File: config.mk
export PLATFORM = sky130hd
export DESIGN_NAME = cidr_port_range_log_classifier_top
export DESIGN_NICKNAME = d
export VERILOG_FILES = /design/src/rtl/core/cplc_pkg.sv /design/src/rtl/core/cplc_cell.sv /design/src/rtl/core/cidr_port_range_log_classifier_top.sv
export SDC_FILE = /design/constraint.sdc
export NUM_CORES = 2
export LEC_CHECK = 0
export BUFFER_PORTS_ARGS = -buffer_cell sky130_fd_sc_hd__buf_2
export CORE_MARGIN = 4
export CORE_UTILIZATION = 45
export CTS_CLUSTER_DIAMETER = 150
export DETAILED_ROUTE_END_ITERATION = 10
export PLACE_DENSITY = 0.56
export SETUP_SLACK_MARGIN = 0.3
export SYNTH_ARGS = -nofsm -noshare
export SYNTH_HDL_FRONTEND = slang
export SYNTH_SLANG_ARGS = --single-unit
File: constraint.sdc
create_clock -name clk -period 17.27 [get_ports clk]
set_clock_uncertainty 0.15 [all_clocks]
set_input_delay 1.727 -clock clk [delete_from_list [all_inputs] [get_ports clk]]
set_output_delay 1.727 -clock clk [all_outputs]
set_load 0.02 [all_outputs]
File: src/rtl/core/cplc_pkg.sv
// Package for the log record classifier: request/result structs, request
// codes, failure codes and register indexes. No dependencies.
`timescale 1ns / 1ps
`default_nettype none

package cplc_pkg;

    // Request type codes
    localparam logic [2:0] REQ_LOAD_SRC_PFX = 3'd0;
    localparam logic [2:0] REQ_LOAD_DST_PFX = 3'd1;
    localparam logic [2:0] REQ_LOAD_SRC_RNG = 3'd2;
    localparam logic [2:0] REQ_LOAD_DST_RNG = 3'd3;
    localparam logic [2:0] REQ_CLASSIFY     = 3'd4;

    // Protocol modes
    localparam logic [1:0] PROTO_ICMP = 2'd2;
    localparam logic [1:0] PROTO_RSVD = 2'd3;

    // Check enable bit positions
    localparam int EN_SRC_ADDR = 0;
    localparam int EN_SRC_PORT = 1;
    localparam int EN_DST_ADDR = 2;
    localparam int EN_DST_PORT = 3;
    localparam int EN_ACTION   = 4;
    localparam int EN_HOOK     = 5;
    localparam int EN_TIME     = 6;

    // First-failed codes
    localparam logic [2:0] FAIL_NONE     = 3'd0;
    localparam logic [2:0] FAIL_SRC_ADDR = 3'd1;
    localparam logic [2:0] FAIL_SRC_PORT = 3'd2;
    localparam logic [2:0] FAIL_DST_ADDR = 3'd3;
    localparam logic [2:0] FAIL_DST_PORT = 3'd4;
    localparam logic [2:0] FAIL_ACTION   = 3'd5;
    localparam logic [2:0] FAIL_HOOK     = 3'd6;
    localparam logic [2:0] FAIL_TIME     = 3'd7;

    // Configuration register indexes
    localparam logic [2:0] CFG_PROTO_MODE    = 3'd0;
    localparam logic [2:0] CFG_CHECK_ENABLES = 3'd1;
    localparam logic [2:0] CFG_ACTION_WANTED = 3'd2;
    localparam logic [2:0] CFG_HOOK_WANTED   = 3'd3;
    localparam logic [2:0] CFG_TIME_START    = 3'd4;
    localparam logic [2:0] CFG_TIME_END      = 3'd5;

    localparam int ADDR_W = 32;
    localparam int TS_W   = 48;
    localparam logic [TS_W-1:0] TIME_END_RST = '1;

    typedef struct packed {
        logic [2:0]        req_type;
        logic [2:0]        entry_index;
        logic              entry_used;
        logic [ADDR_W-1:0] src_addr;
        logic [ADDR_W-1:0] dst_addr;
        logic [5:0]        prefix_len;
        logic [15:0]       src_port;
        logic [15:0]       dst_port;
        logic [1:0]        action_code;
        logic [1:0]        hook_code;
        logic [TS_W-1:0]   timestamp_ms;
    } req_t;

    typedef struct packed {
        logic       matched;
        logic [2:0] first_failed;
    } rsp_t;

    // Match state gathered as a request walks the chain
    typedef struct packed {
        logic src_any;
        logic src_hit;
        logic dst_any;
        logic dst_hit;
        logic sp_any;
        logic sp_hit;
        logic dp_any;
        logic dp_hit;
    } match_flags_t;

    // Mask of the leading prefix bits; lengths above 32 count as 32
    function automatic logic [ADDR_W-1:0] prefix_mask(input logic [5:0] len);
        logic [5:0]        clen;
        logic [ADDR_W-1:0] m;
        clen = (len > 6'(ADDR_W)) ? 6'(ADDR_W) : len;
        for (int b = 0; b < ADDR_W; b++)
        begin
            m[b] = (6'(ADDR_W - b) <= clen);
        end
        return m;
    endfunction

endpackage

`default_nettype wire

File: src/rtl/core/cplc_cell.sv
// One classifier cell: holds one entry of each of the four tables and one
// pipeline stage of the request chain. Depends on cplc_pkg.
`timescale 1ns / 1ps
`default_nettype none

module cplc_cell #(
    parameter int CELL_IDX = 0
) (
    input  wire                   clk,
    input  wire                   rst_n,
    input  wire                   up_valid,
    input  cplc_pkg::req_t        up_item,
    input  cplc_pkg::match_flags_t up_flags,
    output logic                  up_ready,
    output logic                  dn_valid,
    output cplc_pkg::req_t        dn_item,
    output cplc_pkg::match_flags_t dn_flags,
    input  wire                   dn_ready
);
    import cplc_pkg::*;

    // Table entries held by this cell
    logic [ADDR_W-1:0] src_net_reg, src_mask_reg;
    logic [ADDR_W-1:0] dst_net_reg, dst_mask_reg;
    logic [15:0]       sr_low_reg, sr_high_reg, dr_low_reg, dr_high_reg;
    logic              src_used_reg, dst_used_reg, sr_used_reg, dr_used_reg;

    // Stage registers
    logic         valid_reg, valid_next;
    req_t         item_reg;
    match_flags_t flags_reg, flags_next;

    logic take, here;
    logic src_hit_c, dst_hit_c, sp_hit_c, dp_hit_c;

    assign up_ready = !valid_reg || dn_ready;
    assign take     = up_valid && up_ready;
    assign here     = (32'(up_item.entry_index) == CELL_IDX);

    // Compare the incoming request against this cell's entries
    always_comb
    begin
        src_hit_c = src_used_reg &&
                    (((up_item.src_addr ^ src_net_reg) & src_mask_reg) == '0);
        dst_hit_c = dst_used_reg &&
                    (((up_item.dst_addr ^ dst_net_reg) & dst_mask_reg) == '0);
        sp_hit_c  = sr_used_reg && (up_item.src_port >= sr_low_reg) &&
                    (up_item.src_port <= sr_high_reg);
        dp_hit_c  = dr_used_reg && (up_item.dst_port >= dr_low_reg) &&
                    (up_item.dst_port <= dr_high_reg);
        flags_next.src_any = up_flags.src_any || src_used_reg;
        flags_next.src_hit = up_flags.src_hit || src_hit_c;
        flags_next.dst_any = up_flags.dst_any || dst_used_reg;
        flags_next.dst_hit = up_flags.dst_hit || dst_hit_c;
        flags_next.sp_any  = up_flags.sp_any || sr_used_reg;
        flags_next.sp_hit  = up_flags.sp_hit || sp_hit_c;
        flags_next.dp_any  = up_flags.dp_any || dr_used_reg;
        flags_next.dp_hit  = up_flags.dp_hit || dp_hit_c;
    end

    // Advance or drain the stage
    always_comb
    begin
        if (take)
            valid_next = 1'b1;
        else if (dn_ready)
            valid_next = 1'b0;
        else
            valid_next = valid_reg;
    end

    always_ff @(posedge clk or negedge rst_n)
    begin
        if (!rst_n)
        begin
            valid_reg    <= 1'b0;
            src_used_reg <= 1'b0;
            dst_used_reg <= 1'b0;
            sr_used_reg  <= 1'b0;
            dr_used_reg  <= 1'b0;
        end
        else
        begin
            valid_reg <= valid_next;
            if (take && here)
            begin
                case (up_item.req_type)
                    REQ_LOAD_SRC_PFX: src_used_reg <= up_item.entry_used;
                    REQ_LOAD_DST_PFX: dst_used_reg <= up_item.entry_used;
                    REQ_LOAD_SRC_RNG: sr_used_reg  <= up_item.entry_used;
                    REQ_LOAD_DST_RNG: dr_used_reg  <= up_item.entry_used;
                    default: ;
                endcase
            end
        end
    end

    // Capture the request and write entry values on a matching load
    always_ff @(posedge clk)
    begin
        if (take)
        begin
            item_reg  <= up_item;
            flags_reg <= flags_next;
            if (here)
            begin
                case (up_item.req_type)
                    REQ_LOAD_SRC_PFX:
                    begin
                        src_net_reg  <= up_item.src_addr;
                        src_mask_reg <= prefix_mask(up_item.prefix_len);
                    end
                    REQ_LOAD_DST_PFX:
                    begin
                        dst_net_reg  <= up_item.src_addr;
                        dst_mask_reg <= prefix_mask(up_item.prefix_len);
                    end
                    REQ_LOAD_SRC_RNG:
                    begin
                        sr_low_reg  <= up_item.src_port;
                        sr_high_reg <= up_item.dst_port;
                    end
                    REQ_LOAD_DST_RNG:
                    begin
                        dr_low_reg  <= up_item.src_port;
                        dr_high_reg <= up_item.dst_port;
                    end
                    default: ;
                endcase
            end
        end
    end

    assign dn_valid = valid_reg;
    assign dn_item  = item_reg;
    assign dn_flags = flags_reg;

endmodule

`default_nettype wire

File: src/rtl/core/cidr_port_range_log_classifier_top.sv
// Top level of the log record classifier: configuration registers, the
// chain of cplc_cell instances and the result register. Depends on cplc_pkg.
`timescale 1ns / 1ps
`default_nettype none

// Usage:
//   Requests enter on in_valid/in_stall/in_data; a request is taken at a
//   clock edge with in_valid high and in_stall low. Load requests write one
//   entry of a table and give no result; classify requests give exactly one
//   result on out_valid/out_stall/out_data, in request order. Unused request
//   types pass through and give nothing.
//   Each request walks a row of ENTRIES cells, each a pipeline stage
//   holding one entry of every table, then lands in the result register.
//   One request is taken every cycle while in_stall is low.
//   When out_stall holds a result, the stages behind it keep filling bubbles
//   until the row is full, then in_stall rises.
//   The user must write configuration registers through cfg_we/cfg_index/
//   cfg_data only while no request is in flight; the block does not enforce it.
//   Reset clears all table entries to unused, empties the row and loads the
//   register defaults (time_end all ones, everything else zero).
module cidr_port_range_log_classifier_top #(
    parameter int ENTRIES = 8
) (
    input  wire                     clk,
    input  wire                     rst_n,
    input  wire                     in_valid,
    output logic                    in_stall,
    input  cplc_pkg::req_t          in_data,
    output logic                    out_valid,
    input  wire                     out_stall,
    output cplc_pkg::rsp_t          out_data,
    input  wire                     cfg_we,
    input  wire [2:0]               cfg_index,
    input  wire [cplc_pkg::TS_W-1:0] cfg_data
);
    import cplc_pkg::*;

    logic [1:0]      proto_mode_reg;
    logic [6:0]      check_en_reg;
    logic [1:0]      action_wanted_reg;
    logic [1:0]      hook_wanted_reg;
    logic [TS_W-1:0] time_start_reg;
    logic [TS_W-1:0] time_end_reg;

    logic         ch_valid [ENTRIES+1];
    req_t         ch_item  [ENTRIES+1];
    match_flags_t ch_flags [ENTRIES+1];
    logic         ch_ready [ENTRIES+1];

    logic         out_valid_reg, out_valid_next;
    rsp_t         out_data_reg, rsp_c;
    logic         last_take, is_cls;
    logic         ports, p_sa, p_sp, p_da, p_dp, p_act, p_hook, p_time;
    match_flags_t fl;
    req_t         it;

    // Write configuration registers
    always_ff @(posedge clk or negedge rst_n)
    begin
        if (!rst_n)
        begin
            proto_mode_reg    <= '0;
            check_en_reg      <= '0;
            action_wanted_reg <= '0;
            hook_wanted_reg   <= '0;
            time_start_reg    <= '0;
            time_end_reg      <= TIME_END_RST;
        end
        else if (cfg_we)
        begin
            case (cfg_index)
                CFG_PROTO_MODE:    proto_mode_reg    <= cfg_data[1:0];
                CFG_CHECK_ENABLES: check_en_reg      <= cfg_data[6:0];
                CFG_ACTION_WANTED: action_wanted_reg <= cfg_data[1:0];
                CFG_HOOK_WANTED:   hook_wanted_reg   <= cfg_data[1:0];
                CFG_TIME_START:    time_start_reg    <= cfg_data;
                CFG_TIME_END:      time_end_reg      <= cfg_data;
                default: ;
            endcase
        end
    end

    // Feed the head of the chain
    assign ch_valid[0] = in_valid;
    assign ch_item[0]  = in_data;
    assign ch_flags[0] = '0;
    assign in_stall    = !ch_ready[0];

    // Row of cells
    for (genvar g = 0; g < ENTRIES; g++)
    begin : g_cell
        cplc_cell #(
            .CELL_IDX (g)
        ) u_cell (
            .clk      (clk),
            .rst_n    (rst_n),
            .up_valid (ch_valid[g]),
            .up_item  (ch_item[g]),
            .up_flags (ch_flags[g]),
            .up_ready (ch_ready[g]),
            .dn_valid (ch_valid[g+1]),
            .dn_item  (ch_item[g+1]),
            .dn_flags (ch_flags[g+1]),
            .dn_ready (ch_ready[g+1])
        );
    end

    assign ch_ready[ENTRIES] = !out_valid_reg || !out_stall;
    assign last_take = ch_valid[ENTRIES] && ch_ready[ENTRIES];
    assign it        = ch_item[ENTRIES];
    assign fl        = ch_flags[ENTRIES];
    assign is_cls    = (it.req_type == REQ_CLASSIFY);

    // Resolve the criteria in priority order
    always_comb
    begin
        ports  = (proto_mode_reg != PROTO_ICMP);
        p_sa   = !check_en_reg[EN_SRC_ADDR] || !fl.src_any || fl.src_hit;
        p_sp   = !ports || !check_en_reg[EN_SRC_PORT] || !fl.sp_any || fl.sp_hit;
        p_da   = !check_en_reg[EN_DST_ADDR] || !fl.dst_any || fl.dst_hit;
        p_dp   = !ports || !check_en_reg[EN_DST_PORT] || !fl.dp_any || fl.dp_hit;
        p_act  = !check_en_reg[EN_ACTION] || (it.action_code == action_wanted_reg);
        p_hook = !check_en_reg[EN_HOOK] || (it.hook_code == hook_wanted_reg);
        p_time = !check_en_reg[EN_TIME] ||
                 ((it.timestamp_ms >= time_start_reg) && (it.timestamp_ms <= time_end_reg));

        if (proto_mode_reg == PROTO_RSVD)
            rsp_c.first_failed = FAIL_NONE;
        else if (!p_sa)
            rsp_c.first_failed = FAIL_SRC_ADDR;
        else if (!p_sp)
            rsp_c.first_failed = FAIL_SRC_PORT;
        else if (!p_da)
            rsp_c.first_failed = FAIL_DST_ADDR;
        else if (!p_dp)
            rsp_c.first_failed = FAIL_DST_PORT;
        else if (!p_act)
            rsp_c.first_failed = FAIL_ACTION;
        else if (!p_hook)
            rsp_c.first_failed = FAIL_HOOK;
        else if (!p_time)
            rsp_c.first_failed = FAIL_TIME;
        else
            rsp_c.first_failed = FAIL_NONE;

        rsp_c.matched = (proto_mode_reg != PROTO_RSVD) &&
                        (rsp_c.first_failed == FAIL_NONE);
    end

    // Hold the result until taken; drop non-classify requests
    always_comb
    begin
        if (last_take && is_cls)
            out_valid_next = 1'b1;
        else if (!out_stall)
            out_valid_next = 1'b0;
        else
            out_valid_next = out_valid_reg;
    end

    always_ff @(posedge clk or negedge rst_n)
    begin
        if (!rst_n)
            out_valid_reg <= 1'b0;
        else
            out_valid_reg <= out_valid_next;
    end

    always_ff @(posedge clk)
    begin
        if (last_take && is_cls)
            out_data_reg <= rsp_c;
    end

    assign out_valid = out_valid_reg;
    assign out_data  = out_data_reg;

endmodule

`default_nettype wire

# Word-level counts from Yosys, hierarchy flattened
# Index checks and enable logic that the tools add are counted.
# Widths: inputs -> output; s select.
[word_totals] inputBits=217 n_memories=0 out_inout_bits=6 mem_bits_rw=0 latch_bits=0 regBits=2936 wordCells=939 romBits=0
[op_classes] add_sub_neg=0 bitwise_logic=32 shift=0 muxes=34 multipliers=0 n_reduce_logical=274 magnitude_cmp=298 div_mod_pow=0 n_eq_ne=43
[op_table] cell="$le 5x6->1 const A" n=128
[op_table] cell="$and 32x32->32" n=16
[op_table] cell="$logic_not 32->1" n=16
[op_table] cell="$xor 32x32->32" n=16
[op_table] cell="$le 4x6->1 const A" n=64
[op_table] cell="$ge 16x16->1" n=16
[op_table] cell="$le 16x16->1" n=16
[op_table] cell="$le 3x6->1 const A" n=32
[op_table] cell="$le 2x6->1 const A" n=16
[op_table] cell="$reduce_and 3->1" n=32
[op_table] cell="$logic_or 1x1->1" n=78
[op_table] cell="$reduce_and 2->1" n=38
[op_table] cell="$logic_and 1x1->1" n=68
[op_table] cell="$eq 3x2->1 const B" n=20
[op_table] cell="$ge 48x48->1" n=1
[op_table] cell="$gt 6x6->1 const B" n=8
[op_table] cell="$le 1x6->1 const A" n=8
[op_table] cell="$le 48x48->1" n=1
[op_table] cell="$le 6x6->1 const A" n=8
[op_table] cell="$mux 6" n=8
[op_table] cell="$logic_not 3->1" n=11
[op_table] cell="$eq 3x1->1 const B" n=10
[op_table] cell="$mux 3" n=8
[op_table] cell="$logic_not 1->1" n=23
[op_table] cell="other kinds (7)" n=39

# Longest topological paths before layout
[depth] ltp_word=13 ltp_mapped=10 ltp_nobuf=10

# Cells and area by module
# From an unflattened synthesis, not the netlist that was laid out.
[unflattened] cells_unflattened=6869 hier_area_um2=117933.1
[by_module_without_submodules] module="cplc_cell at g_cell[2].u_cell ..." cells_per_inst=774 n_inst=2 area_each_um2=13893.3 seq_area_each_um2=10965.5
[by_module_without_submodules] module="cplc_cell at g_cell[5].u_cell ..." cells_per_inst=773 n_inst=2 area_each_um2=13878.3 seq_area_each_um2=10965.5
[by_module_without_submodules] module="cplc_cell at g_cell[1].u_cell" cells_per_inst=777 n_inst=1 area_each_um2=13904.6 seq_area_each_um2=10965.5
[by_module_without_submodules] module="cplc_cell at g_cell[3].u_cell" cells_per_inst=773 n_inst=1 area_each_um2=13885.8 seq_area_each_um2=10965.5
[by_module_without_submodules] module="cplc_cell at g_cell[0].u_cell" cells_per_inst=773 n_inst=1 area_each_um2=13872.1 seq_area_each_um2=10965.5
[by_module_without_submodules] module="cplc_cell at g_cell[7].u_cell" cells_per_inst=777 n_inst=1 area_each_um2=13867.0 seq_area_each_um2=10965.5
[by_module_without_submodules] module="cidr_port_range_log_classifier_top" cells_per_inst=675 n_inst=1 area_each_um2=6860.3 seq_area_each_um2=2932.8

# Least setup slack after synthesis
# No wires, ideal clock.
[synth_path] path_type="in2reg" startpoint="input port out_stall" endpoint="register g_cell[4].u_cell.dst_used_reg" stages=7 setup_slack_ps=5440 n_path_buf=0 required_time_ps=17031 setup_time_ps=89 t_arrival_ps=11591 cell_sequence="and4_1 > and3_4 > nand2b_1 > inv_1 > nand2_1 > nor3b_1 > mux2_2"
[synth_via] elab_chain_len=9
[synth_lines] item="from (decl)" line_no="cidr_port_range_log_classifier_top.sv:30" source="input wire out_stall,"
[synth_lines] item="$logic_not 1->1"
[synth_lines] item="$logic_or 1x1->1" line_no="cidr_port_range_log_classifier_top.sv:108" source="assign ch_ready[ENTRIES] = !out_valid_reg || !out_stall;"
[synth_lines] item="$logic_or 1x1->1 (4 in a row)" line_no="cplc_cell.sv:36" source="assign up_ready = !valid_reg || dn_ready;"
[synth_lines] item="$logic_and 1x1->1" line_no="cplc_cell.sv:37" source="assign take = up_valid && up_ready;"
[synth_lines] item="net g_cell[4].u_cell.take" line_no="cplc_cell.sv:33" source="logic take, here;"
[synth_lines] item="$logic_and 1x1->1" line_no="cplc_cell.sv:85" source="if (take && here)"
[synth_lines] item="$reduce_and 2->1 (no source line)"
[synth_lines] item="to (signal assigned)" line_no="cplc_cell.sv:89" source="REQ_LOAD_DST_PFX: dst_used_reg <= up_item.entry_used;"
[synth_lines] item="to (decl)" line_no="cplc_cell.sv:26" source="logic src_used_reg, dst_used_reg, sr_used_reg, dr_used_reg;"
# The timed path passes the listed nets, and every way through them passes these cells.
# A chain may end at the register's enable or synchronous reset.

# Final worst setup path
[layout_path] startpoint="input port out_stall" endpoint="output port in_stall"
[layout_via] elab_chain_len=11
[layout_lines] item="$logic_not 1->1"
[layout_lines] item="$logic_or 1x1->1" line_no="cidr_port_range_log_classifier_top.sv:108"
[layout_lines] item="$logic_or 1x1->1 (8 in a row)" line_no="cplc_cell.sv:36"
[layout_lines] item="$logic_not 1->1" line_no="cidr_port_range_log_classifier_top.sv:87" source="assign in_stall = !ch_ready[0];"
[layout_lines] item="to (decl)" line_no="cidr_port_range_log_classifier_top.sv:27" source="output logic in_stall,"
# Every way passes these cells.

==> results.py <==
metrics = {
    "die": {
        "dieWidth_um": 512.6,
        "die_y_um": 512.6,
        "io_pins": 223,
        "rows": 184,
        "core_area_um2": 252300,
        "dieArea_um2": 262800,
        "floorplan.initialDensity_pct": 45.42,
    },
    "detailed_routing": {
        "wl_met1_um": 102900,
        "final_antenna_net_count": 0,
        "wl_met2_um": 110800,
        "routed.top_layer": "met5",
        "met3_length_um": 9871,
        "drc": 0,
        "routedWlPerCell_um": 21.49,
        "drtIter0Drc": 4121,
        "routed-via-count": 55670,
        "post_drt_via_cell_ratio": 5.123,
        "routed_wl_um": 233500,
        "drt-pass1-iter-count": 6,
    },
    "synthesis": {
        "yosys_warnings": 0,
        "synth_top_area_share_pct": 73.01,
        "yosys.cell_count.top_type": "edfxtp_1",
        "dominantRegCellSynth": "edfxtp_1",
        "synthArstFlopShare_pct": 5.109,
        "avgSynthCellArea_um2": 16.95,
        "synth_edf_count": 2786,
        "syn-num-nets": 7587,
        "ys_top_cells_by_area": "edfxtp_1 (73%), ha_1 (6.6%), xor2_1 (3.9%)",
        "netlist.top_cell.by_area": "edfxtp_1",
        "yosysSeqAreaShare_pct": 76.33,
        "netlist_instances": 6762,
        "synth_area_um2": 114600,
        "synth_seq_cells": 2936,
        "synthTopCellsByCount": "edfxtp_1 (2786), inv_1 (644), ha_1 (608)",
        "synth_cell_types": 71,
    },
    "clock_tree": {
        "cts-root-buf": "clkbuf_16",
        "cts-hold-fix-buffers": 0,
        "numCtsBuffers": 317,
        "cts-htree-levels": 5,
        "cts.clk_slew.worst_paths_ns": 0.06,
        "cts_tree": "done",
        "clock_latency_ns": 0.90,
        "clockBufferDepth": 4,
        "cts_sinks": 2936,
        "ctsResizeCount": 0,
        "cts_setup_buffers": 0,
    },
    "timing": {
        "finalHoldViolations": 0,
        "setup_viol": 0,
        "maxSlewViolCount": 0,
        "fin_crit_ns": 4.971,
        "max_freq_mhz": 201.2,
        "max_slew.worst_pin.slew_ns": 1.128,
        "relSlewSlack_pct": 24.80,
        "holdWs_ns": 0.2516,
        "final.period_utilization_pct": 28.78,
        "grt_setup_unrepaired": "no",
        "finalSetupTns_ns": 0,
        "layout_setup_ws_ns": 12.30,
    },
    "critical_path": {
        "cp.arrival_ns": 3.09,
        "critPathBufInv": 3,
        "critPathMaxFanout": 5,
        "crit_type": "in -> out",
        "worst_path_largest_cell_delay_ns": 0.27,
        "endpoint_kind": "output pin",
        "crit_path_top_delay_cell": "and4_1",
        "required_ns": 15.39,
        "startpoint_type": "input pin",
        "crit_path_cell_trace": "buf_2, and4_1, and3_4, and3_4, nand3_2, inv_1, buf_2",
        "path_delay_family": "simple AND/OR/NAND/NOR gates",
    },
    "power": {
        "comb_power_share_pct": 3.7,
        "max-vdd-ir-drop_mv": 0.1013,
        "p_int_mw": 12.01,
        "pwr-share-seq_pct": 53.9,
        "p_leak_nw": 48.09,
        "p_per_area_nw_per_um2": 116.4,
        "power_mw": 15.13,
        "switching_power_mw": 3.112,
        "switching_share_pct": 20.58,
        "pwr-share-clk_pct": 42.5,
    },
    "global_routing": {
        "grt_pass1_vias": 57040,
        "grt_usage_pct": 17.68,
        "grt-ovfl-total": 0,
        "grt_max_degree": 107,
        "grt_pass1_wl_um": 352900,
        "antenna_found_initial": 15,
    },
    "final_layout": {
        "layout-drive-gt1-share_pct": 12.39,
        "largest_reg_flops": 1182,
        "multiInputGateArea_um2": 24630,
        "seq_area_um2": 87470,
        "area_delta_synth_final_pct": 13.44,
        "nets": 8110,
        "fillers": 20720,
    },
    "status": {
        "status": "complete, no violations",
    },
    "place": {
        "place.gp.congestion": 0.9092,
        "io_buffers": 222,
        "place_ws_ns": 11.54,
        "dp.final_hpwl_um": 170500,
    },
    "job": {
        "maxCapViolCount": 0,
    },
    "min_path": {
        "hp-class": "reg -> reg",
    },
}
cell type report:
cell class	instances	share of cell area, %
antenna	4	0.007700
clock buffer	403	6.566
clock inverter	144	0.9683
inverter	644	1.873
multi-input combinational	3118	18.95
sequential	2936	67.29
tap	3348	3.222
timing repair buffer	268	1.125
final timing paths:
kind                                               from                       endpoint  depth (start not counted)  slack, ns
max                                           out_stall                       in_stall                          7      12.30
min                        g_cell[3].u_cell.dn_item[28]   g_cell[4].u_cell.dn_item[28]                          0       0.25
max reg2reg                                   out_valid  g_cell[0].u_cell.dn_item[143]                          7      13.02
min reg2reg                g_cell[3].u_cell.dn_item[28]   g_cell[4].u_cell.dn_item[28]                          0       0.25
max in group asynchronous                         rst_n   g_cell[1].u_cell.sr_used_reg                          2      14.70
min in group asynchronous                         rst_n              time_start_reg[7]                          1       0.80
power by group through the flow:
stage               Combinational [mW]  Clock [mW]  Sequential (mW)
floorplan                        0.365           0             8.23
global placement                 0.547           0             8.30
global route                     0.630        6.90             8.17
detailed placement               0.562           0             8.30
CTS                              0.566        6.60             8.15
finish                           0.553        6.42             8.15
layer usage:
metal  track usage [%]  vias to the layer above
li1                  -                    26520
met1             24.14                    27380
met2             28.75                     1245
met3             2.606                      523
met4             6.976                        6
met5                 0                        -
placed cells by master (no fill, tap or decap), types with 158 or more instances in the layout:
master,netlist,routed
nand2_1,286,286
inv_1,644,640
xor2_1,512,512
edfxtp_1,2786,2786
a22oi_1,213,213
buf_2,0,221
o21ai_0,215,215
a21o_1,158,158
ha_1,608,608
clkbuf_16,0,325
a21oi_1,162,162
cells by family after synthesis:
group	count (synthesis)	share of synthesized area, %
AOI/OAI and AO/OA	977	5.682
xor gates and xnor gates	516	3.944
adders and majority gates	608	6.639
buffers and inverters	708	2.319
DFF	2936	76.33
muxes	93	0.9139
and+or+nand+nor	924	4.169
through the flow:
step	util, %	area (um^2)	cells
after floorplan	-	114600	6762
after global placement	47.63	120200	10310
after detailed placement	47.63	120200	10310
after CTS	51.51	130000	10860
after global routing	51.51	130000	10860
final	51.52	130000	10870
(Power assumes the default switching activity.)
